==> src/rtl/tslr_pkg.sv <==
// ----------------------------------------------------------------------------
// tslr_pkg: shared types and constants of the two-step line rasterizer
// Holds the field width, the default coordinate width and the command
// word that the controller sends to the datapath.
// ----------------------------------------------------------------------------
package tslr_pkg;

  localparam int unsigned FIELD_W        = 6;
  localparam int unsigned COORD_BITS_DEF = 6;

  typedef enum logic [2:0] {
    DP_IDLE      = 3'd0,
    DP_LOAD      = 3'd1,
    DP_SETUP     = 3'd2,
    DP_EMIT_NEAR = 3'd3,
    DP_EMIT_FAR  = 3'd4,
    DP_STEP      = 3'd5
  } dp_op_e;

  typedef struct packed {
    dp_op_e     op;
    logic       far_end;
    logic [1:0] sel;
    logic       upd_d;
    logic       last;
  } dp_cmd_t;

endpackage

==> src/rtl/tslr_ctrl.sv <==
// ----------------------------------------------------------------------------
// tslr_ctrl: sequencer of the two-step line rasterizer
// Takes one line, runs setup, then issues one pixel command per free output
// slot: both endpoints, the paired steps from each end, then the extras.
// ----------------------------------------------------------------------------
module tslr_ctrl #(
  parameter int unsigned COORD_BITS = tslr_pkg::COORD_BITS_DEF
) (
  input  logic                    clk_i,
  input  logic                    rst_ni,
  input  logic                    in_valid_i,
  output logic                    in_stall_o,
  output logic                    out_valid_o,
  input  logic                    out_stall_i,
  input  logic [COORD_BITS-1:0]   da_i,
  input  logic [COORD_BITS-3:0]   len_i,
  output tslr_pkg::dp_cmd_t       cmd_o
);
  import tslr_pkg::*;

  typedef enum logic [2:0] {
    ST_IDLE  = 3'b001,
    ST_SETUP = 3'b010,
    ST_RUN   = 3'b100
  } state_e;

  state_e                state_q, state_d;
  logic [COORD_BITS-1:0] cnt_q, cnt_d;
  logic                  out_valid_q, out_valid_d;
  logic                  out_free;
  logic [COORD_BITS-1:0] step_idx;
  logic                  in_loop;
  logic [1:0]            phase;

  assign out_free    = !out_valid_q || !out_stall_i;
  assign step_idx    = cnt_q - COORD_BITS'(2);
  assign in_loop     = step_idx[COORD_BITS-1:2] < len_i;
  assign phase       = step_idx[1:0];
  assign in_stall_o  = (state_q != ST_IDLE);
  assign out_valid_o = out_valid_q;

  always_comb begin
    state_d      = state_q;
    cnt_d        = cnt_q;
    out_valid_d  = out_valid_q && out_stall_i;
    cmd_o        = '0;
    cmd_o.op     = DP_IDLE;
    unique case (state_q)
      ST_IDLE: begin
        if (in_valid_i) begin
          cmd_o.op = DP_LOAD;
          state_d  = ST_SETUP;
        end
      end
      ST_SETUP: begin
        cmd_o.op = DP_SETUP;
        cnt_d    = '0;
        state_d  = ST_RUN;
      end
      ST_RUN: begin
        if (out_free) begin
          if (cnt_q == '0) begin
            cmd_o.op = DP_EMIT_NEAR;
          end else if (cnt_q == COORD_BITS'(1)) begin
            cmd_o.op = DP_EMIT_FAR;
          end else begin
            cmd_o.op = DP_STEP;
          end
          if (in_loop) begin
            cmd_o.far_end = phase[1];
            cmd_o.sel     = {1'b0, phase[0]};
            cmd_o.upd_d   = (phase == 2'd3);
          end else begin
            cmd_o.far_end = (phase == 2'd2);
            cmd_o.sel     = phase;
            cmd_o.upd_d   = 1'b0;
          end
          cmd_o.last  = (cnt_q == da_i);
          out_valid_d = 1'b1;
          cnt_d       = cnt_q + COORD_BITS'(1);
          if (cmd_o.last) begin
            state_d = ST_IDLE;
          end
        end
      end
      default: begin
        state_d = ST_IDLE;
      end
    endcase
  end

  always_ff @(posedge clk_i or negedge rst_ni) begin
    if (!rst_ni) begin
      state_q     <= ST_IDLE;
      cnt_q       <= '0;
      out_valid_q <= 1'b0;
    end else begin
      state_q     <= state_d;
      cnt_q       <= cnt_d;
      out_valid_q <= out_valid_d;
    end
  end

  a_run_bound: assert property (@(posedge clk_i) disable iff (!rst_ni)
    state_q == ST_RUN |-> cnt_q <= da_i)
    else $error("pixel count ran past the line length");

  a_last_idle: assert property (@(posedge clk_i) disable iff (!rst_ni)
    (state_q == ST_RUN && out_free && cmd_o.last) |=> state_q == ST_IDLE)
    else $error("sequencer did not return to idle after the last beat");

  a_accept_setup: assert property (@(posedge clk_i) disable iff (!rst_ni)
    (in_valid_i && !in_stall_o) |=> state_q == ST_SETUP)
    else $error("accepted line did not enter setup");

  a_rise_run: assert property (@(posedge clk_i) disable iff (!rst_ni)
    $rose(out_valid_q) |-> $past(state_q) == ST_RUN)
    else $error("output beat raised outside the run state");

endmodule

==> src/rtl/tslr_dp.sv <==
// ----------------------------------------------------------------------------
// tslr_dp: datapath of the two-step line rasterizer
// Holds the endpoints, octant and decision variable, computes the step
// pattern and advances either end by one pixel per command.
// ----------------------------------------------------------------------------
module tslr_dp #(
  parameter int unsigned COORD_BITS = tslr_pkg::COORD_BITS_DEF
) (
  input  logic                           clk_i,
  input  tslr_pkg::dp_cmd_t              cmd_i,
  input  logic [tslr_pkg::FIELD_W-1:0]   start_x_i,
  input  logic [tslr_pkg::FIELD_W-1:0]   start_y_i,
  input  logic [tslr_pkg::FIELD_W-1:0]   end_x_i,
  input  logic [tslr_pkg::FIELD_W-1:0]   end_y_i,
  output logic [COORD_BITS-1:0]          da_o,
  output logic [COORD_BITS-3:0]          len_o,
  output logic [tslr_pkg::FIELD_W-1:0]   pixel_x_o,
  output logic [tslr_pkg::FIELD_W-1:0]   pixel_y_o,
  output logic                           last_pixel_o
);
  import tslr_pkg::*;

  localparam int unsigned CB = COORD_BITS;
  localparam int unsigned DW = COORD_BITS + 4;

  logic [CB-1:0]        x0_q, y0_q, x1_q, y1_q;
  logic [CB-1:0]        a0_q, b0_q, a1_q, b1_q;
  logic [CB-1:0]        a0_d, b0_d, a1_d, b1_d;
  logic                 sa_neg_q, sb_neg_q, swap_q, steep_q;
  logic [CB-1:0]        da_q;
  logic [CB-3:0]        len_q;
  logic signed [DW-1:0] c_q, incr1_q, incr2_q, d_q, d_d;
  logic [CB-1:0]        px_q, py_q;
  logic                 last_q;

  // setup arithmetic
  logic                 sx_neg, sy_neg, swap_c, steep_c;
  logic [CB-1:0]        adx, ady, da_c, db_c, da_m1;
  logic signed [DW-1:0] da_w, db_w, c_c, incr1_c, incr2_c, d_c;

  assign sx_neg  = x1_q < x0_q;
  assign sy_neg  = y1_q < y0_q;
  assign adx     = sx_neg ? x0_q - x1_q : x1_q - x0_q;
  assign ady     = sy_neg ? y0_q - y1_q : y1_q - y0_q;
  assign swap_c  = !(adx > ady);
  assign da_c    = swap_c ? ady : adx;
  assign db_c    = swap_c ? adx : ady;
  assign da_m1   = da_c - CB'(1);
  assign da_w    = DW'(da_c);
  assign db_w    = DW'(db_c);
  assign steep_c = (db_w <<< 1) >= da_w;
  assign incr2_c = (db_w <<< 2) - (da_w <<< 1);
  assign c_c     = steep_c ? ((db_w - da_w) <<< 1) : (db_w <<< 1);
  assign incr1_c = c_c <<< 1;
  assign d_c     = steep_c ? incr1_c + da_w : incr1_c - da_w;

  // step pattern from the decision variable
  logic       d_neg, d_pos, d_ltc, d_gtc, use_incr1;
  logic [3:0] pat;

  assign d_neg = d_q[DW-1];
  assign d_pos = !d_q[DW-1] && (d_q != '0);
  assign d_ltc = d_q < c_q;
  assign d_gtc = d_q > c_q;

  always_comb begin
    if (steep_q) begin
      use_incr1 = d_pos;
      if (d_pos) begin
        pat = 4'b0111;
      end else if (d_ltc) begin
        pat = 4'b0010;
      end else begin
        pat = {1'b0, d_gtc, 2'b01};
      end
    end else begin
      use_incr1 = d_neg;
      if (d_neg) begin
        pat = 4'b0000;
      end else if (d_ltc) begin
        pat = 4'b0010;
      end else begin
        pat = 4'b0101;
      end
    end
  end

  // single pixel step on the selected end
  logic          far, diag, a_dec, b_dec;
  logic [CB-1:0] a_sel, b_sel, a_nx, b_nx, ox, oy;

  assign far   = cmd_i.far_end;
  assign diag  = pat[cmd_i.sel];
  assign a_sel = far ? a1_q : a0_q;
  assign b_sel = far ? b1_q : b0_q;
  assign a_dec = sa_neg_q ^ far;
  assign b_dec = sb_neg_q ^ far;
  assign a_nx  = a_dec ? a_sel - CB'(1) : a_sel + CB'(1);
  assign b_nx  = !diag ? b_sel : (b_dec ? b_sel - CB'(1) : b_sel + CB'(1));

  always_comb begin
    a0_d = a0_q;
    b0_d = b0_q;
    a1_d = a1_q;
    b1_d = b1_q;
    d_d  = d_q;
    ox   = a0_q;
    oy   = b0_q;
    unique case (cmd_i.op)
      DP_EMIT_NEAR: begin
        ox = swap_q ? b0_q : a0_q;
        oy = swap_q ? a0_q : b0_q;
      end
      DP_EMIT_FAR: begin
        ox = swap_q ? b1_q : a1_q;
        oy = swap_q ? a1_q : b1_q;
      end
      DP_STEP: begin
        ox = swap_q ? b_nx : a_nx;
        oy = swap_q ? a_nx : b_nx;
        if (far) begin
          a1_d = a_nx;
          b1_d = b_nx;
        end else begin
          a0_d = a_nx;
          b0_d = b_nx;
        end
        if (cmd_i.upd_d) begin
          d_d = use_incr1 ? d_q + incr1_q : d_q + incr2_q;
        end
      end
      default: begin
      end
    endcase
  end

  always_ff @(posedge clk_i) begin
    if (cmd_i.op == DP_LOAD) begin
      x0_q <= start_x_i[CB-1:0];
      y0_q <= start_y_i[CB-1:0];
      x1_q <= end_x_i[CB-1:0];
      y1_q <= end_y_i[CB-1:0];
    end
    if (cmd_i.op == DP_SETUP) begin
      a0_q     <= swap_c ? y0_q : x0_q;
      b0_q     <= swap_c ? x0_q : y0_q;
      a1_q     <= swap_c ? y1_q : x1_q;
      b1_q     <= swap_c ? x1_q : y1_q;
      sa_neg_q <= swap_c ? sy_neg : sx_neg;
      sb_neg_q <= swap_c ? sx_neg : sy_neg;
      swap_q   <= swap_c;
      steep_q  <= steep_c;
      da_q     <= da_c;
      len_q    <= da_m1[CB-1:2];
      c_q      <= c_c;
      incr1_q  <= incr1_c;
      incr2_q  <= incr2_c;
      d_q      <= d_c;
    end else begin
      a0_q <= a0_d;
      b0_q <= b0_d;
      a1_q <= a1_d;
      b1_q <= b1_d;
      d_q  <= d_d;
    end
    if (cmd_i.op == DP_EMIT_NEAR || cmd_i.op == DP_EMIT_FAR || cmd_i.op == DP_STEP) begin
      px_q   <= ox;
      py_q   <= oy;
      last_q <= cmd_i.last;
    end
  end

  assign da_o         = da_q;
  assign len_o        = len_q;
  assign pixel_x_o    = FIELD_W'(px_q);
  assign pixel_y_o    = FIELD_W'(py_q);
  assign last_pixel_o = last_q;

endmodule

==> src/rtl/two_step_line_raster.sv <==
// ----------------------------------------------------------------------------
// two_step_line_raster: two-step line rasterizer
// Turns a pair of endpoints into the pixels of the line between them.
// ----------------------------------------------------------------------------
// Input channel: one beat carries start_x/start_y/end_x/end_y; it is taken
// when in_valid_i is high and in_stall_o is low. Only the low COORD_BITS bits
// of each coordinate are used.
// Output channel: one beat per pixel on pixel_x_o/pixel_y_o; last_pixel_o
// marks the final beat of a line. A line gives major delta + 1 beats: both
// endpoints first, then pixels stepped from both ends toward the middle.
// Start: a taken beat is loaded, setup runs, then the first pixel is registered.
// Throughput: one pixel per cycle while out_stall_i is low; a line passes
// through load, then setup, then one pixel per step. The single stepping
// unit of the datapath sets this rate.
// A new line is taken once the last pixel of the previous one has entered
// the output register, while that beat may still wait on the receiver.
// Stall: out_stall_i holds the output beat and pauses stepping.
// Reset: asynchronous, drops any line in progress and any pending beat.
// ----------------------------------------------------------------------------
module two_step_line_raster #(
  parameter int unsigned COORD_BITS = tslr_pkg::COORD_BITS_DEF
) (
  input  logic                         clk_i,
  input  logic                         rst_ni,
  input  logic                         in_valid_i,
  output logic                         in_stall_o,
  input  logic [tslr_pkg::FIELD_W-1:0] start_x_i,
  input  logic [tslr_pkg::FIELD_W-1:0] start_y_i,
  input  logic [tslr_pkg::FIELD_W-1:0] end_x_i,
  input  logic [tslr_pkg::FIELD_W-1:0] end_y_i,
  output logic                         out_valid_o,
  input  logic                         out_stall_i,
  output logic [tslr_pkg::FIELD_W-1:0] pixel_x_o,
  output logic [tslr_pkg::FIELD_W-1:0] pixel_y_o,
  output logic                         last_pixel_o
);
  import tslr_pkg::*;

  dp_cmd_t               cmd;
  logic [COORD_BITS-1:0] da;
  logic [COORD_BITS-3:0] len;

  tslr_ctrl #(
    .COORD_BITS (COORD_BITS)
  ) u_ctrl (
    .clk_i       (clk_i),
    .rst_ni      (rst_ni),
    .in_valid_i  (in_valid_i),
    .in_stall_o  (in_stall_o),
    .out_valid_o (out_valid_o),
    .out_stall_i (out_stall_i),
    .da_i        (da),
    .len_i       (len),
    .cmd_o       (cmd)
  );

  tslr_dp #(
    .COORD_BITS (COORD_BITS)
  ) u_dp (
    .clk_i        (clk_i),
    .cmd_i        (cmd),
    .start_x_i    (start_x_i),
    .start_y_i    (start_y_i),
    .end_x_i      (end_x_i),
    .end_y_i      (end_y_i),
    .da_o         (da),
    .len_o        (len),
    .pixel_x_o    (pixel_x_o),
    .pixel_y_o    (pixel_y_o),
    .last_pixel_o (last_pixel_o)
  );

endmodule
==> config.mk <==
export PLATFORM = sky130hd
export DESIGN_NAME = two_step_line_raster
export DESIGN_NICKNAME = d
export VERILOG_FILES = /design/src/rtl/tslr_pkg.sv /design/src/rtl/tslr_ctrl.sv /design/src/rtl/tslr_dp.sv /design/src/rtl/two_step_line_raster.sv
export SDC_FILE = /design/constraint.sdc
export NUM_CORES = 1
export LEC_CHECK = 0
export BUFFER_PORTS_ARGS = -buffer_cell sky130_fd_sc_hd__buf_2
export CORE_MARGIN = 2
export CORE_UTILIZATION = 40
export CTS_BUF_LIST = sky130_fd_sc_hd__clkbuf_8
export DETAILED_ROUTE_END_ITERATION = 8
export GPL_ROUTABILITY_DRIVEN = 0
export GPL_TIMING_DRIVEN = 1
export SETUP_SLACK_MARGIN = 0.2
export SLEW_MARGIN = 40
export SYNTH_ARGS = -nofsm -noshare
export SYNTH_HDL_FRONTEND = slang
export SYNTH_SLANG_ARGS = --single-unit
==> constraint.sdc <==
create_clock -name clk_i -period 6.9 [get_ports clk_i]
set_input_delay 0.345 -clock clk_i [delete_from_list [all_inputs] [get_ports clk_i]]
set_output_delay 0.345 -clock clk_i [all_outputs]
set_load 0.005 [all_outputs]
# Yosys cells after proc, flatten, opt, wreduce, memory -nomap -nowiden
# Index checks and enable logic that the tools add are counted.
[word_totals]
register_bits = 115
input_bits = 28
word_cells = 153
[op_classes]
mux = 64
order_cmp = 8
add_sub_neg = 17
n_reduce_logical = 21
n_eq_ne = 17
bitwise_logic = 2
[ops]
columns = ["operator", "count"]
rows = [
  ["6-bit two-way mux", 32],
  ["10-bit two-way mux", 5],
  ["6-bit one-hot mux with 3 select lines", 2],
  ["6-bit subtractor", 4],
  ["3-bit two-way mux", 7],
  ["10-bit adder", 2],
  ["6-bit by 1-bit adder with 6-bit output (second input constant)", 3],
  ["3-bit one-hot mux with 3 select lines", 2],
  ["6-bit by 1-bit subtractor with 6-bit output (second input constant)", 3],
  ["6-bit < comparator", 2],
  ["4-bit two-way mux", 3],
  ["6-bit one-hot mux with 2 select lines", 1],
  ["10-bit by 7-bit adder with 10-bit output", 1],
  ["10-bit greater-than comparator", 1],
  ["10-bit < comparator", 1],
  ["2-bit AND reduction", 5],
  ["10-bit nonzero test", 1],
  ["10-bit by 7-bit subtractor with 10-bit output", 1],
  ["3-bit by 2-bit equality test with 1-bit output (second input constant)", 3],
  ["3-bit equality test (second input constant)", 3],
  ["9-bit two-way mux", 1],
  ["8-bit by 7-bit subtractor with 9-bit output", 1],
  ["1-bit two-way mux", 8],
  ["8-bit two-way mux", 1],
  ["other kinds (22)", 36],
]

# Logic depth before layout (Yosys ltp)
[logic_depth]
depth_word = 12
mapped_depth = 37

# Hierarchy
# A second synthesis with hierarchy kept.
[hier_totals]
cells_unflattened = 974
area_unflattened_um2 = 9063.7
[by_module_without_submodules]
columns = ["mod", "cells_per_inst", "area_per_inst_um2", "n_inst", "seq_area_each_um2"]
rows = [
  ["tslr_dp", 881, 8260.4, 1, 3002.9],
  ["tslr_ctrl", 93, 803.3, 1, 251.5],
]

# Worst setup path before layout
# No wires, ideal clock.
[synth_path]
path_kind = "flip-flop to flip-flop"
start = "reg u_dp.x1_q[0]"
end = "reg u_dp.d_q[7] (data pin)"
t_arrival_ps = 6831
stages_incl_launch_ff = 34
path_buffers = 4
t_required_ps = 6765
setup_slack_ps = -66
path_cell_list = "edfxtp_1 > inv_1 > ha_1 > inv_1 > fa_1 > a211oi_4 > o21a_2 > a211oi_1 > o311ai_1 > xnor2_1 > inv_1 > ha_1 > and4_1 > and3_1 > a31oi_4 > buf_2 > clkbuf_1 > clkbuf_1 > a21oi_1 > ha_1 > nand2_1 > a21oi_1 > nor3b_2 > o21a_1 > buf_6 > mux2_2 > ha_1 > a21o_1 > a31o_2 > a21oi_1 > o21bai_1 > or3_1 > o311a_1 > nand3_1"
[synth_between]
elab_chain_len = 9
[synth_lines]
columns = ["element", "line", "rtl"]
rows = [
  ["from (decl)", "tslr_dp.sv:26", "logic [CB-1:0] x0_q, y0_q, x1_q, y1_q;"],
  ["from (signal assigned)", "tslr_dp.sv:141", "x1_q <= end_x_i[CB-1:0];"],
  ["6-bit subtractor or 6-bit < comparator (tied branches)", "tslr_dp.sv:43, tslr_dp.sv:41", ""],
  ["6-bit two-way mux *", "tslr_dp.sv:43", "assign adx = sx_neg ? x0_q - x1_q : x1_q - x0_q;"],
  ["6-bit greater-than comparator", "tslr_dp.sv:45", "assign swap_c = !(adx > ady);"],
  ["6-bit two-way mux (on tied branches)", "tslr_dp.sv:47, tslr_dp.sv:46", ""],
  ["6-bit by 6-bit subtractor with 7-bit output or 7-bit by 6-bit >= comparator with 1-bit output (tied branches)", "tslr_dp.sv:53, tslr_dp.sv:51", ""],
  ["9-bit two-way mux *", "tslr_dp.sv:53", "assign c_c = steep_c ? ((db_w - da_w) <<< 1) : (db_w <<< 1);"],
  ["named net u_dp.c_c[2]", "tslr_dp.sv:39", "logic signed [DW-1:0] da_w, db_w, c_c, incr1_c, incr2_c, d_c;"],
  ["10-bit by 7-bit subtractor with 10-bit output or 10-bit by 7-bit adder with 10-bit output (tied branches)", "tslr_dp.sv:55", "assign d_c = steep_c ? incr1_c + da_w : incr1_c - da_w;"],
  ["10-bit two-way mux *", "tslr_dp.sv:55", ""],
  ["10-bit two-way mux *", "tslr_dp.sv:144", "if (cmd_i.op == DP_SETUP) begin"],
  ["to (signal assigned)", "tslr_dp.sv:158", "d_q <= d_c;"],
  ["to (signal assigned)", "tslr_dp.sv:164", "d_q <= d_d;"],
  ["to (decl)", "tslr_dp.sv:32", "logic signed [DW-1:0] c_q, incr1_q, incr2_q, d_q, d_d;"],
]
# The timed path passes the listed nets; every way through them passes the cells marked *.
# A chain may end at the register's enable or synchronous reset.

# Final worst setup path
[layout_path]
start = "reg u_dp.y1_q[0]"
end = "reg u_dp.d_q[6] (data pin)"
[layout_between]
elab_chain_len = 9
[layout_lines]
columns = ["element", "line", "rtl"]
rows = [
  ["from (decl)", "tslr_dp.sv:26", ""],
  ["from (signal assigned)", "tslr_dp.sv:142", "y1_q <= end_y_i[CB-1:0];"],
  ["6-bit subtractor or 6-bit < comparator (tied branches)", "tslr_dp.sv:44, tslr_dp.sv:42", ""],
  ["6-bit two-way mux *", "tslr_dp.sv:44", "assign ady = sy_neg ? y0_q - y1_q : y1_q - y0_q;"],
  ["6-bit greater-than comparator", "tslr_dp.sv:45", ""],
  ["6-bit two-way mux (on tied branches)", "tslr_dp.sv:47, tslr_dp.sv:46", ""],
  ["6-bit by 6-bit subtractor with 7-bit output or 7-bit by 6-bit >= comparator with 1-bit output (tied branches)", "tslr_dp.sv:53, tslr_dp.sv:51", ""],
  ["9-bit two-way mux *", "tslr_dp.sv:53", ""],
  ["named net u_dp.c_c[1]", "tslr_dp.sv:39", ""],
  ["10-bit by 7-bit subtractor with 10-bit output or 10-bit by 7-bit adder with 10-bit output (tied branches)", "tslr_dp.sv:55", ""],
  ["10-bit two-way mux *", "tslr_dp.sv:55", ""],
  ["10-bit two-way mux *", "tslr_dp.sv:144", ""],
]
# Marks and branches as above.

==> results.sh <==
export IMPL_finalCriticalPeriod_ns=6.48
export IMPL_yosys_most_used_dff="edfxtp_1"
export IMPL_maxCapViolations=0
export IMPL_yosysUniqueCellTypes=87
export IMPL_io_buffers=42
export IMPL_hp_start="end_y_i[3]"
export IMPL_syn_num_nets=1029
export IMPL_synth_cells=920
export IMPL_grt_overflow_total=0
export IMPL_crit_required_ns=7.05
export IMPL_drc_errors=0
export IMPL_cp_max_fo=17
export IMPL_grt_pass1_vias=6581
export IMPL_cp_num_buf_inv=6
export IMPL_skew_ns=0.00983
export IMPL_finalHoldViolCount=0
export IMPL_holdPathEnd="u_dp.y1_q[3]"
export IMPL_firstDrtPassIters=5
export IMPL_fmax_mhz=154
export IMPL_ios=43
export IMPL_n_antenna_cell=0
export IMPL_netlist_area_leader_share=0.346
export IMPL_grt_max_degree=47
export IMPL_path_class="register to register"
export IMPL_syn_area_per_cell_um2=9.44
export IMPL_drt_total_wl_um=21800
export IMPL_yosys_area_top_type="edfxtp_1"
export IMPL_yosysSeqAreaShare=0.375
export IMPL_core_area_um2=21200
export IMPL_status="finished clean"
export IMPL_rows=53
export IMPL_crit_top_cell="inv_1"
export IMPL_worstHoldPathType="input port to register"
export IMPL_cts_sinks=110
export IMPL_ctsHtreeMaxLevel=3
export IMPL_clock_latency_ns=0.40
export IMPL_grt_pass1_wl_um=34900
export IMPL_dp_hpwl_um=16300
export IMPL_clock_path_buffers=2
export IMPL_start_util=0.410
export IMPL_antenna_found_initial=0
export IMPL_drtIter0Drc=611
export IMPL_cts_tree="done"
export IMPL_async_flop_share=0.0909
export IMPL_fin_nets=1081
export IMPL_worstSetupEndpointType="register"
export IMPL_r2r_cells=32
export IMPL_maxSlewHeadroom=0.471
export IMPL_cpMaxStageDelayCell="edfxtp_1"
export IMPL_start_kind="register"
export IMPL_drt_antenna_violating_nets=0
export IMPL_area_growth_pct=12.5
export IMPL_post_route_period_util=0.939
export IMPL_dieArea_um2=22900
export IMPL_die_y_um=151
export IMPL_vias_per_cell=5.54
export IMPL_synth_warnings=0
export IMPL_cts_buffers=9
export IMPL_drv_slew=0
export IMPL_layout_drive_gt1_share=0.177
export IMPL_ff2ff_setup_slack_ns=0.42
export IMPL_finalSetupViolations=0
export IMPL_cp_top_family="compound AO/OA/AOI/OAI gates"
export IMPL_worst_pin_slew_ns=0.790
export IMPL_path_clk_slew_ns=0.11
export IMPL_die_width_um=151
export IMPL_rsz0062_at_grt="false"
export IMPL_root_buffer="clkbuf_8"
export IMPL_setup_tns_ns=0
export IMPL_r2r_end="u_dp.d_q[6]"
export IMPL_synth_area_top_cells="edfxtp_1 (35%), ha_1 (11%), nand2_1 (5.3%), xnor2_1 (3.2%), a21oi_1 (3.2%)"
export IMPL_cp_arrival_ns=6.63
export IMPL_r2r_start="u_dp.y1_q[0]"
export IMPL_max_stage_delay_ns=0.46
export IMPL_yosys_register_bits=110
export IMPL_syn_cell_area_um2=8680
export IMPL_synth_edf_count=100
export IMPL_wl_per_cell_um=17.4
export IMPL_num_vias=6942
export IMPL_grt_usage=0.198
export IMPL_hold_depth=1
-- through the flow --
step / worst slack (ns) / cell area [um2] / util / std cells / hold WS (ns)
3_5_place_dp: 0.185 / 9220 / 0.436 / 1218 / 0.214
3_3_place_gp: 0.307 / 9220 / 0.436 / 1218 / 0.213
4_1_cts: 0.234 / 9500 / 0.449 / 1238 / 0.0922
6_report: 0.423 / 9770 / 0.462 / 1252 / 0.117
5_1_grt: 0.138 / 9770 / 0.462 / 1252 / 0.0860
2_1_floorplan: 0.203 / 8700 / - / 920 / 0.0494
-- timing repair --
action                     CTS  global route
hold endpoints to repair     9             0
hold buffers                 1             0
setup buffers                2            12
cloned                       1             1
setup endpoints to repair    2             6
gates resized for setup      2            30
pin swaps                    3             8
-- how the worst max path moves through the flow --
stage	from	end	slack (ns)	cells after the start
after floorplan	u_dp.x1_q[0]	u_dp.d_q[7]	0.20	33
after global placement	u_dp.x1_q[0]	u_dp.d_q[7]	0.31	29
after detailed placement	u_dp.y1_q[0]	u_dp.d_q[7]	0.19	30
after CTS	u_dp.x1_q[0]	u_dp.d_q[7]	0.23	31
after global routing	u_dp.y1_q[0]	u_dp.d_q[6]	0.14	32
final	u_dp.y1_q[0]	u_dp.d_q[6]	0.42	32
-- cells in the mapped netlist, types with 4 or more instances --
cell,instances
o21bai_1,6
a21o_1,10
o21ai_1,4
nand3b_1,4
nor2b_1,8
o21a_1,8
nand3_1,18
edfxtp_1,100
xor2_1,20
buf_1,4
inv_1,73
nand2b_1,12
a22o_1,9
fa_1,8
o211ai_1,4
mux2_2,15
or3_1,7
clkbuf_1,24
nor2_1,64
a211oi_1,9
mux2i_1,15
ha_1,73
o21ai_0,43
nand2_1,123
a21oi_1,55
a22oi_1,5
buf_2,5
a222oi_1,6
and2_1,5
nor3_1,17
inv_2,5
a31oi_1,25
and3_1,6
dfrtp_1,9
nand4_1,4
xnor2_1,32
-- logic make-up (layout without fill, tap and decap cells) --
kind of cell | after synthesis | in the layout | share of synthesized area
AOI/OAI and AO/OA | 228 | 228 | 0.182
xor gates and xnor gates | 55 | 55 | 0.0588
buffers and inverters | 119 | 176 | 0.0572
and+or+nand+nor | 290 | 290 | 0.155
DFF | 110 | 110 | 0.375
adders and majority gates | 84 | 84 | 0.128
muxes | 34 | 34 | 0.0444
-- layout by cell type, fill, tap and decap left out, drive strengths merged, types with 21 or more instances in the layout --
cell type	instances
nor2	65
xnor2	33
nand2	124
a21oi	58
a31oi	26
buf	77
ha	73
inv	84
xor2	21
edfxtp	100
o21ai	50
-- worst reg2reg max path, delay by kind of cell, from the launching register on --
family                     cells  cell delay, ns
muxes                          1            0.33
adders and majority gates      6            1.67
and+or+nand+nor                7            0.98
buffers and inverters          6            0.53
AOI/OAI and AO/OA             10            1.82
xor gates and xnor gates       2            0.43
DFF                            1            0.46
-- routing by layer --
metal | share of wire | GRT usage
met1 | 0.48 | 0.284
met2 | 0.45 | 0.307
met3 | 0.053 | 0.0373
met4 | 0.022 | 0.0519
met5 | 0 | 0
-- flip-flops by register name (all words and copies together) (netlist names), 3 cells and up --
register	count
u_ctrl.cnt_q	6
u_ctrl.state_q	3
u_dp.a0_q	6
u_dp.a1_q	6
u_dp.b0_q	6
u_dp.b1_q	6
u_dp.c_q	8
u_dp.d_q	10
u_dp.da_o	6
u_dp.incr2_q	7
u_dp.len_o	4
u_dp.pixel_x_o	6
u_dp.pixel_y_o	6
u_dp.x0_q	6
u_dp.x1_q	6
u_dp.y0_q	6
u_dp.y1_q	6
-- final cells by class --
cell class              count  area (um2)
flip-flops and latches    110        3250
fillers                  1998       11400
multi-input cells         691        5080
clock buffers               9         124
repair buffers             80         567
clock inverters             7        82.6
well taps                 275         344
inverters                  80         310
Power is left out: the tool's default activity adds up to more than one toggle a clock period on the data nets, which glitch-free logic cannot reach.
